[src/rtl/u8u16_pkg.sv]
// u8u16_pkg: shared types and constants of the utf-8 to utf-16 decoder
// used by every module under rtl; depends on nothing
`timescale 1ns / 1ps

package u8u16_pkg;

    localparam int BYTE_W  = 8;
    localparam int UNIT_W  = 16;
    localparam int KIND_W  = 2;
    localparam int LEAD_W  = 4;
    localparam int MID_W   = 6;

    // largest code unit count, where the count saturates
    localparam logic [UNIT_W-1:0] COUNT_MAX = {UNIT_W{1'b1}};

    // decoder phase
    typedef enum logic [1:0] {
        PH_IDLE    = 2'd0,
        PH_SEQ     = 2'd1,
        PH_DISCARD = 2'd2
    } t_phase;

    // result kind
    typedef enum logic [KIND_W-1:0] {
        KIND_UNIT  = 2'd0,
        KIND_END   = 2'd1,
        KIND_ERROR = 2'd2
    } t_kind;

    // one result from the decode logic
    typedef struct packed {
        logic              valid;
        logic [UNIT_W-1:0] code_unit;
        t_kind             kind;
        logic [UNIT_W-1:0] unit_count;
    } t_result;

endpackage

[src/rtl/u8u16_in_reg.sv]
// u8u16_in_reg: input register stage holding one byte transaction
// depends on u8u16_pkg
`timescale 1ns / 1ps

module u8u16_in_reg
    import u8u16_pkg::*;
(
    input  logic              i_clk,
    input  logic              i_rst_n,
    input  logic              i_in_valid,
    output logic              o_in_ready,
    input  logic [BYTE_W-1:0] i_in_byte,
    input  logic              i_advance,
    output logic              o_stage_valid,
    output logic [BYTE_W-1:0] o_stage_byte
);

    logic              r_valid;
    logic [BYTE_W-1:0] r_byte;
    logic              w_load;

    // stage is free when empty or being drained this cycle
    assign o_in_ready = !r_valid || i_advance;
    assign w_load     = i_in_valid && o_in_ready;

    // valid flag
    always_ff @(posedge i_clk) begin
        if (!i_rst_n) begin
            r_valid <= 1'b0;
        end else if (w_load) begin
            r_valid <= 1'b1;
        end else if (i_advance) begin
            r_valid <= 1'b0;
        end
    end

    // byte payload
    always_ff @(posedge i_clk) begin
        if (w_load) begin
            r_byte <= i_in_byte;
        end
    end

    assign o_stage_valid = r_valid;
    assign o_stage_byte  = r_byte;

endmodule

[src/rtl/u8u16_decode.sv]
// u8u16_decode: sequence state and per-byte decode logic
// depends on u8u16_pkg
`timescale 1ns / 1ps

module u8u16_decode
    import u8u16_pkg::*;
(
    input  logic              i_clk,
    input  logic              i_rst_n,
    input  logic              i_step,
    input  logic [BYTE_W-1:0] i_byte,
    output t_result           o_res
);

    t_phase            r_phase, n_phase;
    logic [LEAD_W-1:0] r_lead, n_lead;
    logic [MID_W-1:0]  r_middle, n_middle;
    logic              r_two_more, n_two_more;
    logic [UNIT_W-1:0] r_emitted, n_emitted;
    logic [UNIT_W-1:0] w_emitted_inc;
    logic              w_is_nul;
    logic              w_is_cont;

    assign w_is_nul      = (i_byte == '0);
    assign w_is_cont     = (i_byte[7:6] == 2'b10);
    assign w_emitted_inc = (r_emitted == COUNT_MAX) ? r_emitted : r_emitted + 1'b1;

    // next state
    always_comb begin
        n_phase    = r_phase;
        n_lead     = r_lead;
        n_middle   = r_middle;
        n_two_more = r_two_more;
        n_emitted  = r_emitted;
        if (i_step) begin
            unique case (r_phase)
                PH_DISCARD: begin
                    if (w_is_nul) begin
                        n_phase   = PH_IDLE;
                        n_emitted = '0;
                    end
                end
                PH_SEQ: begin
                    if (w_is_nul) begin
                        n_phase    = PH_IDLE;
                        n_two_more = 1'b0;
                        n_emitted  = '0;
                    end else if (!w_is_cont) begin
                        n_phase    = PH_DISCARD;
                        n_two_more = 1'b0;
                    end else if (r_two_more) begin
                        n_middle   = i_byte[MID_W-1:0];
                        n_two_more = 1'b0;
                    end else begin
                        n_phase   = PH_IDLE;
                        n_emitted = w_emitted_inc;
                    end
                end
                default: begin
                    // idle, expecting a lead byte
                    if (w_is_nul) begin
                        n_phase   = PH_IDLE;
                        n_emitted = '0;
                    end else if (!i_byte[7]) begin
                        n_phase   = PH_IDLE;
                        n_emitted = w_emitted_inc;
                    end else if (i_byte[7:5] == 3'b110) begin
                        n_phase    = PH_SEQ;
                        n_lead     = '0;
                        n_middle   = {1'b0, i_byte[4:0]};
                        n_two_more = 1'b0;
                    end else if (i_byte[7:4] == 4'b1110) begin
                        n_phase    = PH_SEQ;
                        n_lead     = i_byte[LEAD_W-1:0];
                        n_middle   = '0;
                        n_two_more = 1'b1;
                    end else begin
                        n_phase = PH_DISCARD;
                    end
                end
            endcase
        end
    end

    // result for the byte in the stage
    always_comb begin
        o_res            = '0;
        o_res.kind       = KIND_UNIT;
        unique case (r_phase)
            PH_DISCARD: begin
                o_res.valid = 1'b0;
            end
            PH_SEQ: begin
                if (w_is_nul || !w_is_cont) begin
                    o_res.valid = 1'b1;
                    o_res.kind  = KIND_ERROR;
                end else if (!r_two_more) begin
                    o_res.valid     = 1'b1;
                    o_res.code_unit = {r_lead, r_middle, i_byte[5:0]};
                end
            end
            default: begin
                if (w_is_nul) begin
                    o_res.valid      = 1'b1;
                    o_res.kind       = KIND_END;
                    o_res.unit_count = r_emitted;
                end else if (!i_byte[7]) begin
                    o_res.valid     = 1'b1;
                    o_res.code_unit = {{(UNIT_W-BYTE_W){1'b0}}, i_byte};
                end else if (i_byte[7:5] != 3'b110 && i_byte[7:4] != 4'b1110) begin
                    o_res.valid = 1'b1;
                    o_res.kind  = KIND_ERROR;
                end
            end
        endcase
    end

    // control state
    always_ff @(posedge i_clk) begin
        if (!i_rst_n) begin
            r_phase    <= PH_IDLE;
            r_two_more <= 1'b0;
            r_emitted  <= '0;
        end else begin
            r_phase    <= n_phase;
            r_two_more <= n_two_more;
            r_emitted  <= n_emitted;
        end
    end

    // partial code unit bits
    always_ff @(posedge i_clk) begin
        r_lead   <= n_lead;
        r_middle <= n_middle;
    end

    // a pending middle byte only exists inside a sequence
    a_two_more_in_seq: assert property (@(posedge i_clk) disable iff (!i_rst_n)
        r_two_more |-> r_phase == PH_SEQ)
        else $error("two_more set outside a sequence");

    // nothing is reported while discarding
    a_discard_silent: assert property (@(posedge i_clk) disable iff (!i_rst_n)
        r_phase == PH_DISCARD |-> !o_res.valid)
        else $error("result while discarding");

    // end of string clears the count
    a_end_clears: assert property (@(posedge i_clk) disable iff (!i_rst_n)
        i_step && o_res.valid && o_res.kind == KIND_END |=> r_emitted == '0)
        else $error("count not cleared after end of string");

    // each code unit bumps the count until it saturates
    a_count_bump: assert property (@(posedge i_clk) disable iff (!i_rst_n)
        i_step && o_res.valid && o_res.kind == KIND_UNIT && r_emitted != COUNT_MAX
        |=> r_emitted == $past(r_emitted) + 1'b1)
        else $error("count not incremented for code unit");

endmodule

[src/rtl/u8u16_out_reg.sv]
// u8u16_out_reg: result register feeding the output channel
// depends on u8u16_pkg
`timescale 1ns / 1ps

module u8u16_out_reg
    import u8u16_pkg::*;
(
    input  logic              i_clk,
    input  logic              i_rst_n,
    input  logic              i_stage_valid,
    input  t_result           i_res,
    output logic              o_advance,
    output logic              o_out_valid,
    input  logic              i_out_ready,
    output logic [UNIT_W-1:0] o_code_unit,
    output logic [KIND_W-1:0] o_kind,
    output logic [UNIT_W-1:0] o_unit_count
);

    logic              r_valid;
    logic [UNIT_W-1:0] r_code_unit;
    t_kind             r_kind;
    logic [UNIT_W-1:0] r_unit_count;

    // the stage moves on when the result register is empty or being taken
    assign o_advance = i_stage_valid && (!r_valid || i_out_ready);

    // valid flag
    always_ff @(posedge i_clk) begin
        if (!i_rst_n) begin
            r_valid <= 1'b0;
        end else if (o_advance) begin
            r_valid <= i_res.valid;
        end else if (i_out_ready) begin
            r_valid <= 1'b0;
        end
    end

    // result payload
    always_ff @(posedge i_clk) begin
        if (o_advance && i_res.valid) begin
            r_code_unit  <= i_res.code_unit;
            r_kind       <= i_res.kind;
            r_unit_count <= i_res.unit_count;
        end
    end

    assign o_out_valid  = r_valid;
    assign o_code_unit  = r_code_unit;
    assign o_kind       = r_kind;
    assign o_unit_count = r_unit_count;

endmodule

[src/rtl/utf8_to_utf16_decoder.sv]
// utf8_to_utf16_decoder: top level of the utf-8 to utf-16 decoder
// depends on u8u16_pkg, u8u16_in_reg, u8u16_decode, u8u16_out_reg
//
// Usage:
//   Input channel (i_in_valid / o_in_ready / i_in_byte) takes one byte of a
//   NUL-terminated utf-8 string per transaction. Output channel
//   (o_out_valid / i_out_ready) returns at most one result per byte:
//   o_kind KIND_UNIT carries o_code_unit, KIND_END carries o_unit_count
//   (saturating at 65535), KIND_ERROR marks malformed input, after which
//   bytes are dropped silently up to the string's NUL.
//   Throughput: one byte per cycle while the output does not stall, set by the
//   single decode pass between the input register and the result register.
//   Path: an accepted byte is held in the input register, then its result is
//   captured in the result register when that register is free or being read.
//   Reset (i_rst_n low, synchronous) empties both registers and returns the
//   decoder to idle with a zero unit count.
//   When the receiver stalls, the result register holds its transaction;
//   one more byte is still taken into the input register, after which
//   o_in_ready drops until the output drains.
`timescale 1ns / 1ps

module utf8_to_utf16_decoder
    import u8u16_pkg::*;
(
    input  logic              i_clk,
    input  logic              i_rst_n,
    input  logic              i_in_valid,
    output logic              o_in_ready,
    input  logic [BYTE_W-1:0] i_in_byte,
    output logic              o_out_valid,
    input  logic              i_out_ready,
    output logic [UNIT_W-1:0] o_code_unit,
    output logic [KIND_W-1:0] o_kind,
    output logic [UNIT_W-1:0] o_unit_count
);

    logic              w_advance;
    logic              w_stage_valid;
    logic [BYTE_W-1:0] w_stage_byte;
    t_result           w_res;

    // input register
    u8u16_in_reg u_in_reg (
        .i_clk         (i_clk),
        .i_rst_n       (i_rst_n),
        .i_in_valid    (i_in_valid),
        .o_in_ready    (o_in_ready),
        .i_in_byte     (i_in_byte),
        .i_advance     (w_advance),
        .o_stage_valid (w_stage_valid),
        .o_stage_byte  (w_stage_byte)
    );

    // decode and sequence state
    u8u16_decode u_decode (
        .i_clk   (i_clk),
        .i_rst_n (i_rst_n),
        .i_step  (w_advance),
        .i_byte  (w_stage_byte),
        .o_res   (w_res)
    );

    // result register
    u8u16_out_reg u_out_reg (
        .i_clk         (i_clk),
        .i_rst_n       (i_rst_n),
        .i_stage_valid (w_stage_valid),
        .i_res         (w_res),
        .o_advance     (w_advance),
        .o_out_valid   (o_out_valid),
        .i_out_ready   (i_out_ready),
        .o_code_unit   (o_code_unit),
        .o_kind        (o_kind),
        .o_unit_count  (o_unit_count)
    );

endmodule
[config.mk]
export PLATFORM = sky130hd
export DESIGN_NAME = utf8_to_utf16_decoder
export DESIGN_NICKNAME = d
export VERILOG_FILES = /design/src/rtl/u8u16_pkg.sv /design/src/rtl/u8u16_in_reg.sv /design/src/rtl/u8u16_decode.sv /design/src/rtl/u8u16_out_reg.sv /design/src/rtl/utf8_to_utf16_decoder.sv
export SDC_FILE = /design/constraint.sdc
export NUM_CORES = 1
export LEC_CHECK = 0
export ABC_AREA = 0
export BUFFER_PORTS_ARGS = -buffer_cell sky130_fd_sc_hd__buf_4
export CORE_MARGIN = 10
export CORE_UTILIZATION = 51
export CTS_CLUSTER_SIZE = 28
export DETAILED_ROUTE_END_ITERATION = 8
export PLACE_DENSITY = 0.71
export SLEW_MARGIN = 15
export SYNTH_ARGS = -nofsm -noshare
export SYNTH_HDL_FRONTEND = slang
export SYNTH_SLANG_ARGS = --single-unit
[constraint.sdc]
create_clock -name i_clk -period 7.74 [get_ports i_clk]
set_clock_uncertainty 0.2 [all_clocks]
set_input_delay 0.387 -clock i_clk [delete_from_list [all_inputs] [get_ports i_clk]]
set_output_delay 0.387 -clock i_clk [all_outputs]
set_load 0.03 [all_outputs]
# After elaboration in Yosys (flattened, before gate mapping)

Cells that the tools add are included.

$add $sub $neg: 1
Multiply operators: 0
Div/mod/pow operators: 0
$lt $le $gt $ge: 0
Equal/unequal tests: 16
Shifts and indexed selects: 0
Muxes and demuxes: 49
Bitwise gates (word level): 3
Reductions and logical operators: 23

Operators with widths:

| operator                | number |
|---|---|
| $mux W16                | 9 |
| $mux W6                 | 7 |
| $pmux W18 S2            | 1 |
| $pmux W16 S2            | 1 |
| $mux W2                 | 12 |
| $mux W17                | 1 |
| $add A16 B1 Y16 const B | 1 |
| $eq A16 B16 Y1 const B  | 1 |
| $reduce_and A5 Y1       | 3 |
| $mux W1                 | 12 |
| $pmux W6 S2             | 1 |
| $logic_not A8 Y1        | 1 |
| $ne A4 B4 Y1 const B    | 2 |
| $reduce_bool A2 Y1      | 4 |
| $mux W7                 | 1 |
| $reduce_and A7 Y1       | 1 |
| $ne A2 B1 Y1 const B    | 3 |
| $ne A3 B1 Y1 const B    | 2 |
| $ne A3 B3 Y1 const B    | 2 |
| $eq A2 B2 Y1 const B    | 2 |
| $eq A4 B4 Y1 const B    | 1 |
| $logic_and A1 B1 Y1     | 4 |
| $mux W4                 | 1 |
| $pmux W1 S2             | 2 |
| 11 further kinds        | 17 |

Bits in registers: 73
Bits in latches: 0
Memory bits (writable): 0
Memory bits (read-only): 0
Output and inout port bits: 36
Logic and storage cells: 103
Memories: 0

# Logic depth before layout (Yosys ltp)

Gate-level depths: netlist of the first run.

Word-level depth: 7
Gate-level depth with buffers: 10
Depth with buffers taken out: 7

# Cells and area by module

From an unflattened synthesis of the first run, not the netlist that was laid out.

Cells, all modules: 266
Area total of the unflattened synthesis: 3214.3 µm²

By module, submodules not included:

| module        | instances | cells each | area an instance (µm²) |
|---|---|---|---|
| u8u16_decode  | 1         | 213        | 1821.7 |
| u8u16_out_reg | 1         | 40         | 1094.8 |
| u8u16_in_reg  | 1         | 13         | 297.8 |

# Worst setup path after synthesis of the first run

OpenSTA, ideal clock, no wires.

Path kind: reg2reg
From: register u_decode.r_phase[1]
To: register u_out_reg.r_code_unit[0] (netlist: u_out_reg.o_code_unit[0]) (enable)
Library setup time: 0.470 ns
Arrival time: 3.306 ns
Required time: 7.070 ns
Path slack: 3.764 ns
Stages on the path, launching flop included: 6
Buffers on the path: 1
Period minus slack after synthesis: 3.976 ns
Path through: dfxtp_1 > inv_1 > ha_1 > clkbuf_1 > a21oi_1 > nor3_1

Word-level cells in the longest chain between the ends: 3
Elaborated cells between the ends (all ways): 4
Classes of those cells: eq/ne: 2; mux: 1; reduce/logical: 1

RTL lines:

| element                                             | RTL line            | source |
|---|---|---|
| start, declared                                     | u8u16_decode.sv:15  | `t_phase r_phase, n_phase;` |
| start signal, assigned                              | u8u16_decode.sv:125 | `r_phase <= n_phase;` |
| $eq A2 B1 Y1 / $eq A2 B2 Y1 (equally long branches) | u8u16_decode.sv:89  | `unique case (r_phase)` |
| $pmux W1 S2 (*)                                     | u8u16_decode.sv:89  |  |
| $logic_and A1 B1 Y1 (*)                             | u8u16_out_reg.sv:41 | `if (o_advance && i_res.valid) begin` |
| end signal, assigned                                | u8u16_out_reg.sv:42 | `r_code_unit <= i_res.code_unit;` |
| end, declared                                       | u8u16_out_reg.sv:21 | `logic [UNIT_W-1:0] r_code_unit;` |

Every way passes the cells marked *; elsewhere a longest branch is shown, timed or not.
A chain may end at the register's enable or synchronous reset.

# Worst setup path in the final report of the first run

From: register u_decode.r_phase[1]
To: register u_decode.r_emitted[4]

Word-level cells in the longest chain between the ends: 3
Elaborated cells between the ends (all ways): 8
Classes of those cells: eq/ne: 6; mux: 1; reduce/logical: 1

RTL lines:

| element                                              | RTL line            | source |
|---|---|---|
| $eq A2 B1 Y1 / $eq A2 B2 Y1 (equally long branches)  | u8u16_decode.sv:36  | `unique case (r_phase)` |
| $ne A3 B3 Y1 (no line), or another cell as far along | n/a                 |  |
| $reduce_and A5 Y1 (no line)                          | n/a                 |  |
| end signal, assigned                                 | u8u16_decode.sv:127 | `r_emitted <= n_emitted;` |
| end, declared                                        | u8u16_decode.sv:19  | `logic [UNIT_W-1:0] r_emitted, n_emitted;` |

Several ways; a longest one is shown, not always the timed one.

==> metrics.log, run 1 <==
[metrics] Leak: roughly 0.0014 µW
[metrics] Synth Area in Compound Gates: 0.142
[metrics] reg2reg end: u_decode.r_emitted[4]
[metrics] Flop pwr share: 0.547
[metrics] antenna diode count: 0
[metrics] placer's final routability congestion estimate: 0.913
[metrics] area of the die: approximately 0.01 mm²
[metrics] Worst Hold Slack: between 0.04 and 0.05 ns
[metrics] routed wire length per instance: 16.8 µm
[metrics] vias after detailed routing: 2389
[metrics] # clock sinks: 73
[metrics] core area: 0.00635 mm²
[metrics] Int Pwr: between 600 and 700 µW
[metrics] final period demand of the worst path: 2.68 ns
[metrics] initial standard-cell utilization of the core: 0.523
[metrics] Sw Share: 0.245
[metrics] Iter 0 DRT Violations: approximately 290
[metrics] Setup Viol. Count Final: 0
[metrics] number of routed nets with antenna violations: 0
[metrics] mean cell area of the mapped netlist: 11.8 µm²
[metrics] most common library cell in the layout ignoring fill and taps: edfxtp_1
[metrics] PwrDens: 202 mW/mm²
[metrics] number of warnings reported in the yosys synthesis log: 0
[metrics] Synth Register Bits: 73
[metrics] FF-to-FF Start: u_decode.r_phase[1]
[metrics] fraction of registers with async set/reset: 0
[metrics] combined flip-flop and latch cell area: 0.00198 mm²
[metrics] vertical die dimension: 101 µm
[metrics] first-pass iteration count of the detailed router: 5
[metrics] switching power total: roughly 200 µW
[metrics] combined global-route utilization of all metal layers: 0.140
[metrics] via density per instance: about 5.8
[metrics] final worst path period share: 0.346
[metrics] clock transition at the registers of the reported paths: 0.08 ns
[metrics] worst setup path startpoint: u_decode.r_phase[1]
[metrics] cells along the critical path: inv_1, ha_1, and4bb_2, o211ai_1, or3_1, a32o_1, a21o_1
[metrics] first-pass GRT wire length: roughly 11 mm
[metrics] combinational group share of total power: 0.090
[metrics] post-route DRC violation count: 0
[metrics] synthesized-area fraction occupied by and/or/nand/nor cells: 0.206
[metrics] Remaining Overflow, GRT: 0
[metrics] # port buffers: 47
[metrics] Syn Std Cell Area: 0.00332 mm²
[metrics] run status: finished clean
[metrics] class of the tightest hold or removal check: input port to flop
[metrics] FILL cells: 509
[metrics] transition at the pin with the smallest max-transition slack: 0.901 ns
[metrics] buffer type at the clock tree root: clkbuf_8
[metrics] cts bufs inserted: 9
[metrics] Clock Power Share: 0.364
[metrics] commonest non-fill, non-tap cells in the layout: 52 x edfxtp_1, 49 x buf_4, 32 x and2_1, 21 x nand2_1, 21 x dfxtp_1
[metrics] reg2reg setup slack: 5.06 ns
[metrics] pin count of the biggest net entering global routing: 35
[metrics] dominant synthesized flop cell: edfxtp_1
[metrics] Area Growth Syn to Fin: 19.9%
[metrics] total number of placement rows: 29
[metrics] capture point of the critical path: u_decode.r_emitted[4]
[metrics] type of element capturing the critical path: flop
[metrics] number of cells produced by synthesis: roughly 280
[metrics] Ports: 48
[metrics] Max Fanout on Critical Path: 17
[metrics] clock network latency to the later pin of the worst-skew pair: 0.35 ns
[metrics] path type of the worst setup path: flop to flop
[metrics] count of max-cap constraint violations: 0
[metrics] crit path launch type: flop
[metrics] horizontal die dimension: 101 µm
[metrics] Max stage delay on crit path: 0.66 ns
[metrics] clock buffer depth: 2
[metrics] synthesized netlist net count: 296
[metrics] mux contribution to synthesized area: 0.00603
[metrics] combined area of the multi-input logic cells: 0.00122 mm²
[metrics] R2R cell count: 7
[metrics] Adder-Cell Fraction of Synth Area: 0.0113
[metrics] relative slew slack: 0.396
[metrics] number of instances resized during post-cts repair: 0
[metrics] final cell utilization of the core: 0.627
[metrics] clock tree from TritonCTS: built
[metrics] worst-path cell with the longest stage delay: or3_1
[metrics] main combinational cell family by area after synthesis: simple AND/OR/NAND/NOR gates
[metrics] EDFF count, synth: 52
[metrics] final-report max-slew violation count: 0
[metrics] share of the synthesized netlist area taken by xor and xnor gates: 0
[metrics] sum of routed wire length over all layers: around 6.9 mm
[metrics] proportion of layout cells with a drive suffix above 1: 0.231
[metrics] pre-CTS worst setup slack: 4.93 ns
[metrics] count of final hold-check violations: 0
[metrics] CP Data Required Time: 7.79 ns
[metrics] final sum of negative setup slack: 0 ns
[metrics] antenna violations before repair: 0
[metrics] Layout Nets: 347
[metrics] achievable clock frequency: 373 MHz
[metrics] number of global-route vias before repair: 2206
[metrics] fraction of the yosys area taken by sequential cells: 0.597
[metrics] Final Worst Setup Slack: 5.06 ns
[metrics] VDD IR max: 0.000158 V
[metrics] distinct cell type count of the synthesized netlist: 48
[metrics] setup repair after global routing missed its margin: false
[metrics] # H-tree levels: 3
[metrics] final HPWL from detailed placement: about 4.8 mm
[metrics] data arrival at the endpoint of the critical path: 2.73 ns
-- state kept, by name, indices dropped and copies added, names as in the netlist --
name                    count
u_decode.r_phase            2
u_decode.r_lead             4
u_out_reg.o_kind            2
u_out_reg.o_code_unit      16
u_out_reg.o_unit_count     16
u_in_reg.o_stage_byte       8
u_out_reg.o_out_valid       1
u_decode.r_emitted         16
u_in_reg.o_stage_valid      1
u_decode.r_middle           6
u_decode.r_two_more         1
-- how the worst min path moves through the flow --
stage	start	to	slack (ns)	cells after the start
after global routing	i_in_valid	u_in_reg.o_stage_valid	0.03	3
after CTS	i_in_byte[5]	u_in_reg.o_stage_byte[5]	0.002	1
after detailed placement	u_decode.r_middle[5]	u_out_reg.o_code_unit[11]	0.31	1
after global placement	u_decode.r_middle[3]	u_out_reg.o_code_unit[9]	0.30	1
final	i_in_valid	u_in_reg.o_stage_valid	0.05	3
after floorplan	u_decode.r_emitted[1]	u_decode.r_emitted[1]	0.28	2
-- cell usage after synthesis (all sizes together), types with 8 or more instances --
cell    number  area share
edfxtp      52        0.47
dfxtp       21        0.13
nor2        10       0.011
and2        32       0.060
clkbuf       8      0.0091
nor3         9       0.014
nor2b       15       0.028
inv         11       0.012
a41oi       10       0.042
buf          9       0.017
nand2       21       0.024
-- worst max-delay path, delay by kind of cell, from the launching register on --
family,cells,cell delay [ns]
DFF,1,0.33
AOI/OAI and AO/OA,3,0.68
buffers and inverters,1,0.06
and+or+nand+nor,2,0.95
adders and majority gates,1,0.37
-- cell families (layout without fill, tap and decap cells) --
| family | after synthesis | count (layout) |
|---|---|---|
| compound gates | 54 | 54 |
| fa+ha+maj | 3 | 3 |
| buf+inv | 28 | 84 |
| flops | 73 | 73 |
| mux | 2 | 2 |
| simple gates | 121 | 121 |
-- power by group through the flow --
stage          clock network [µW]  registers (µW)  logic [µW]
6_report                      292             439        71.9
5_1_grt                       315             441        78.0
4_1_cts                       298             439        71.3
3_5_place_dp                    0             448        69.3
3_3_place_gp                    0             447        68.6
2_1_floorplan                   0             463        27.9
-- metrics by stage --
stage	cell area [µm²]	instances	total power, µW
global route	3980	414	833
floorplan	3320	281	491
finish	3980	414	803
CTS	3950	411	808
detailed placement	3700	390	517
global placement	3700	390	516
-- per-layer routing --
layer / part of all wire / track usage
met5: 0 / 0
met4: 0.016 / 0.0641
met3: 0.082 / 0.0549
met2: 0.43 / 0.179
met1: 0.48 / 0.201
-- timing repair --
action                    CTS  global route
hold buffers                5             3
setup buffers               0             0
hold endpoints to repair    5             3
-- layout make-up --
| cell class | instances | area share |
|---|---|---|
| clock buffer | 9 | 0.0311 |
| timing repair buffer | 57 | 0.113 |
| clock inverter | 7 | 0.0173 |
| inverter | 11 | 0.0104 |
| multi-input combinational | 180 | 0.307 |
| tap | 77 | 0.0242 |
| sequential | 73 | 0.498 |
(Power assumes the default switching activity.)
==> run 2, diff against run 1 <==
- PLACE_DENSITY: 0.71 -> 0.74
- clock period: 7.74 -> 2.1 ns (I/O delays scaled with it)
==> metrics.log, run 2 (synthesized netlist as in run 1, its figures left out) <==
[metrics] most common library cell in the layout ignoring fill and taps: buf_4
[metrics] # clock sinks: 73
[metrics] final HPWL from detailed placement: around 5.6 mm
[metrics] number of global-route vias before repair: approximately 2700
[metrics] Worst Hold Slack: between 0.2 and 0.3 ns
[metrics] min-delay src: i_in_byte[6]
[metrics] achievable clock frequency: 434 MHz
[metrics] R2R cell count: 6
[metrics] Final Worst Setup Slack: -0.207 ns
[metrics] horizontal die dimension: 101 µm
[metrics] combinational group share of total power: 0.121
[metrics] initial standard-cell utilization of the core: 0.523
[metrics] clock buffer depth: 2
[metrics] Final Power: a little over 3000 µW
[metrics] Setup Viol. Count Final: 32
[metrics] count of final hold-check violations: 0
[metrics] sum of routed wire length over all layers: 8.19 mm
[metrics] cells along the critical path: or4_4, or2_4, a211o_4, buf_12, a41oi_2, o31ai_1
[metrics] routed wire length per instance: 17.0 µm
[metrics] Remaining Overflow, GRT: 0
[metrics] buffer type at the clock tree root: clkbuf_8
[metrics] Flop pwr share: 0.525
[metrics] clock transition at the registers of the reported paths: 0.08 ns
[metrics] transition at the pin with the smallest max-transition slack: 0.513 ns
[metrics] path type of the worst setup path: flop to flop
[metrics] data arrival at the endpoint of the critical path: 2.33 ns
[metrics] violated checks: negative setup slack
[metrics] Max Fanout on Critical Path: 10
[metrics] crit path launch type: flop
[metrics] worst-path cell with the longest stage delay: or4_4
[metrics] Area Growth Syn to Fin: 41.3%
[metrics] total number of placement rows: 29
[metrics] vertical die dimension: 101 µm
[metrics] final worst path period share: 1.10
[metrics] antenna diode count: 0
[metrics] Iter 0 DRT Violations: 202
[metrics] PwrDens: 654 mW/mm²
[metrics] switching power total: 764 µW
[metrics] vias after detailed routing: between 2000 and 3000
[metrics] count of max-cap constraint violations: 0
[metrics] post-route DRC violation count: 0
[metrics] run status: complete, but fails checks
[metrics] # H-tree levels: 3
[metrics] number of routed nets with antenna violations: 0
[metrics] final period demand of the worst path: ~2.3 ns
[metrics] VDD IR max: around 0.00049 V
[metrics] cts bufs inserted: 9
[metrics] Int Pwr: between 2000 and 2500 µW
[metrics] # port buffers: 47
[metrics] CP Data Required Time: 2.13 ns
[metrics] final-report max-slew violation count: 0
[metrics] proportion of layout cells with a drive suffix above 1: 0.400
[metrics] Sw Share: 0.249
[metrics] reg2reg end: u_decode.r_emitted[13]
[metrics] area of the die: between 0.01 and 0.015 mm²
[metrics] FF-to-FF Start: u_in_reg.o_stage_byte[1]
[metrics] reg2reg setup slack: -0.21 ns
[metrics] via density per instance: 5.61
[metrics] Hold Path Sink: u_in_reg.o_stage_byte[6]
[metrics] pin count of the biggest net entering global routing: 31
[metrics] clock network latency to the later pin of the worst-skew pair: 0.35 ns
[metrics] Max stage delay on crit path: 0.53 ns
[metrics] relative slew slack: 0.655
[metrics] Ports: 48
[metrics] Cell Count, Final, Fillers Out: 482
[metrics] clock tree from TritonCTS: built
[metrics] placer's final routability congestion estimate: 0.876
[metrics] cell count of the worst hold path: 2
[metrics] class of the tightest hold or removal check: input port to flop
[metrics] Leak: 0.00179 µW
[metrics] type of element capturing the critical path: flop
[metrics] pre-CTS worst setup slack: -0.230 ns
[metrics] commonest non-fill, non-tap cells in the layout: 105 x buf_4, 52 x edfxtp_1, 31 x and2_1, 20 x nand2_1, 20 x dfxtp_1
[metrics] first-pass GRT wire length: 13.4 mm
[metrics] Layout Nets: 415
[metrics] core area: around 0.0063 mm²
[metrics] antenna violations before repair: 0
[metrics] cell count after placement: ~450
[metrics] combined global-route utilization of all metal layers: 0.162
[metrics] Clock Power Share: 0.354
[metrics] FILL cells: 416
[metrics] setup repair after global routing missed its margin: true
[metrics] first-pass iteration count of the detailed router: 4
==> run 2: final cells by class <==
| cell class | instances | area (µm²) | share of cell area |
|---|---|---|---|
| clock buffers | 9 | 124 | 0.0264 |
| clock inverters | 7 | 68.8 | 0.0147 |
| inverters | 11 | 41.3 | 0.00881 |
| multi-input cells | 180 | 1360 | 0.290 |
| flip-flops and latches | 73 | 1980 | 0.423 |
| well taps | 77 | 96.3 | 0.0205 |
| repair buffers | 125 | 1020 | 0.217 |
==> run 2: worst max path at each step <==
stage,from,endpoint,slack [ns]
floorplan,u_in_reg.o_stage_byte[0],u_decode.r_emitted[4],-0.22
global placement,u_in_reg.o_stage_byte[0],u_decode.r_phase[1],-0.16
detailed placement,u_in_reg.o_stage_byte[0],u_decode.r_phase[1],-0.23
CTS,u_in_reg.o_stage_byte[0],u_decode.r_phase[0],-0.20
global route,u_in_reg.o_stage_byte[2],u_decode.r_emitted[10],-0.29
finish,u_in_reg.o_stage_byte[1],u_decode.r_emitted[13],-0.21
==> run 2: power groups by stage <==
| stage | registers (µW) | logic (µW) | clock network (µW) |
|---|---|---|---|
| 2_1_floorplan | 1710 | 112 | 0 |
| 3_3_place_gp | 1640 | 316 | 0 |
| 3_5_place_dp | 1640 | 322 | 0 |
| 4_1_cts | 1610 | 352 | 1090 |
| 5_1_grt | 1610 | 394 | 1160 |
| 6_report | 1610 | 370 | 1090 |
==> run 2: critical path: cells and delay by family, from the launching register on <==
kind / cells / cell delay [ns]
AND/OR/NAND/NOR: 2 / 0.82
AO/OA/AOI/OAI: 3 / 0.59
flip-flops: 1 / 0.41
buffers and inverters: 1 / 0.16
==> run 2: stage by stage <==
step	setup TNS, ns	util	cell area (µm²)
floorplan	-10.67	-	3360
global placement	-2.89	0.661	4200
detailed placement	-5.14	0.661	4200
CTS	-3.31	0.724	4590
global route	-6.09	0.738	4690
finish	-3.54	0.738	4690
==> run 2: metal layers <==
metal | vias up | global-route usage | share of wire
met5 | - | 0 | 0
met1 | 1291 | 0.222 | 0.44
met4 | 0 | 0.0728 | 0.016
met2 | 104 | 0.233 | 0.47
li1 | 1294 | - | -
met3 | 16 | 0.0418 | 0.075
==> run 2: timing repair <==
| action | in CTS | in global routing |
|---|---|---|
| cloned | 1 | 0 |
| pin swaps | 3 | 3 |
| hold buffers | 12 | 0 |
| resized for setup | 19 | 12 |
| hold endpoints to repair | 12 | 0 |
| setup buffers | 0 | 4 |
| endpoints found under the setup margin | 42 | 43 |
==> run 3, diff against run 2 <==
- CORE_ASPECT_RATIO: not set -> 1.75
- SKIP_CTS_REPAIR_TIMING: not set -> 1
==> metrics.log, run 3 (synthesized netlist as in run 1, its figures left out) <==
[metrics] path type of the worst setup path: flop to flop
[metrics] class of the tightest hold or removal check: input port to flop
[metrics] antenna diode count: 0
[metrics] Area Growth Syn to Fin: 41.0%
[metrics] commonest non-fill, non-tap cells in the layout: 97 x buf_4, 52 x edfxtp_1, 26 x and2_1, 21 x nand2_1, 20 x dfxtp_1
[metrics] met2 wire length: 4.96 mm
[metrics] first-pass GRT wire length: 12.8 mm
[metrics] final cell utilization of the core: 0.745
[metrics] count of max-cap constraint violations: 0
[metrics] # port buffers: 47
[metrics] final HPWL from detailed placement: 6.27 mm
[metrics] achievable clock frequency: 425 MHz
[metrics] met3 wirelength from detailed routing: 535 µm
[metrics] routed wire length per instance: 19.1 µm
[metrics] post-route DRC violation count: 0
[metrics] relative slew slack: 0.562
[metrics] final period demand of the worst path: 2.35 ns
[metrics] via density per instance: 5.83
[metrics] final-report max-slew violation count: 0
[metrics] top layer used by detailed routing: met4
[metrics] combined flip-flop and latch cell area: 0.00198 mm²
[metrics] clock buffer depth: 2
[metrics] clock tree from TritonCTS: built
[metrics] number of global-route vias before repair: ~2700
[metrics] Setup Viol. Count Final: 43
[metrics] setup repair after global routing missed its margin: true
[metrics] PwrDens: 647 mW/mm²
[metrics] combined global-route utilization of all metal layers: 0.162
[metrics] cts bufs inserted: 9
[metrics] Worst Hold Slack: 0.276 ns
[metrics] Layout Nets: 411
[metrics] # clock sinks: 73
[metrics] final worst path period share: 1.12
[metrics] core area: 0.00628 mm²
[metrics] violated checks: negative setup slack
[metrics] initial standard-cell utilization of the core: 0.529
[metrics] count of final hold-check violations: 0
[metrics] pin count of the biggest net entering global routing: 36
[metrics] horizontal die dimension: 81.0 µm
[metrics] placer's final routability congestion estimate: 0.895
[metrics] most common library cell in the layout ignoring fill and taps: buf_4
[metrics] type of element capturing the critical path: flop
[metrics] area of the die: 0.0103 mm²
[metrics] run status: complete, but fails checks
[metrics] Ports: 48
[metrics] # H-tree levels: 3
[metrics] Iter 0 DRT Violations: 143
[metrics] transition at the pin with the smallest max-transition slack: around 0.66 ns
[metrics] final instance area: 0.00468 mm²
[metrics] Remaining Overflow, GRT: 0
[metrics] first-pass iteration count of the detailed router: 4
[metrics] vertical die dimension: roughly 130 µm
[metrics] crit path launch type: flop
[metrics] FILL cells: 429
[metrics] Post-Place Cell Area: 0.00419 mm²
[metrics] VDD IR max: roughly 0.00037 V
[metrics] data arrival at the endpoint of the critical path: between 2 and 2.5 ns
[metrics] CP Data Required Time: approximately 2.2 ns
[metrics] Final Worst Setup Slack: -0.251 ns
[metrics] number of routed nets with antenna violations: 0
[metrics] proportion of layout cells with a drive suffix above 1: 0.404
[metrics] sum of routed wire length over all layers: 9.17 mm
[metrics] combined area of the multi-input logic cells: around 0.0014 mm²
[metrics] vias after detailed routing: about 2800
[metrics] met1 wire length: slightly above 3 mm
[metrics] Max Fanout on Critical Path: 5
[metrics] clock transition at the registers of the reported paths: approximately 0.08 ns
[metrics] clock network latency to the later pin of the worst-skew pair: 0.36 ns
[metrics] total number of placement rows: 38
[metrics] antenna violations before repair: 0
[metrics] Leak: 0.00179 µW
[metrics] pre-CTS worst setup slack: -0.236 ns
[metrics] buffer type at the clock tree root: clkbuf_8
-- run 3: changes by cell type in the layout (fill, tap and decap cells not counted), moves of 4 or more --
cell | previous run | this run
and2_4 | 1 | 6
buf_4 | 105 | 97
clkinv_2 | 0 | 4
and2_1 | 31 | 26
-- run 3: routing by layer --
metal | GRT usage | vias up
met2 | 0.293 | 103
met5 | 0 | -
met1 | 0.148 | 1356
met4 | 0.112 | 0
li1 | - | 1297
met3 | 0.0438 | 47
-- run 3: worst max-delay path, stage by stage, from the launching register on --
cell      delay (ns)
edfxtp_1        0.42
or4_4           0.57
or2_4           0.29
a211o_4         0.37
a32o_1          0.26
a21o_1          0.15
-- run 3: path summary, 6_finish.rpt --
check	startpoint	end	slack (ns)	depth (start not counted)
setup / recovery	u_in_reg.o_stage_byte[0]	u_decode.r_emitted[4]	-0.25	5
hold / removal	i_in_byte[2]	u_in_reg.o_stage_byte[2]	0.28	2
setup reg to reg	u_in_reg.o_stage_byte[0]	u_decode.r_emitted[4]	-0.25	5
hold reg to reg	u_decode.r_lead[1]	u_out_reg.o_code_unit[13]	0.32	1
-- run 3: through the flow --
stage	TNS, ns	total power [µW]	cells
floorplan	-10.67	1820	281
global placement	-4.56	1960	448
detailed placement	-6.31	1970	448
CTS	-7.11	2990	464
global route	-10.70	3110	481
finish	-5.42	3020	481
-- run 3: area by class of cell --
| type | count | share of cell area |
|---|---|---|
| flip-flops and latches | 73 | 0.424 |
| repair buffers | 120 | 0.213 |
| well taps | 80 | 0.0214 |
| clock inverters | 7 | 0.0131 |
| multi-input cells | 181 | 0.293 |
| clock buffers | 9 | 0.0265 |
| inverters | 11 | 0.00883 |
-- run 3: where the power goes --
group | total (µW) | switching [µW] | internal (µW)
Clock | 1040 | 509 | 535
Sequential | 1610 | 21.8 | 1590
Combinational | 367 | 210 | 157
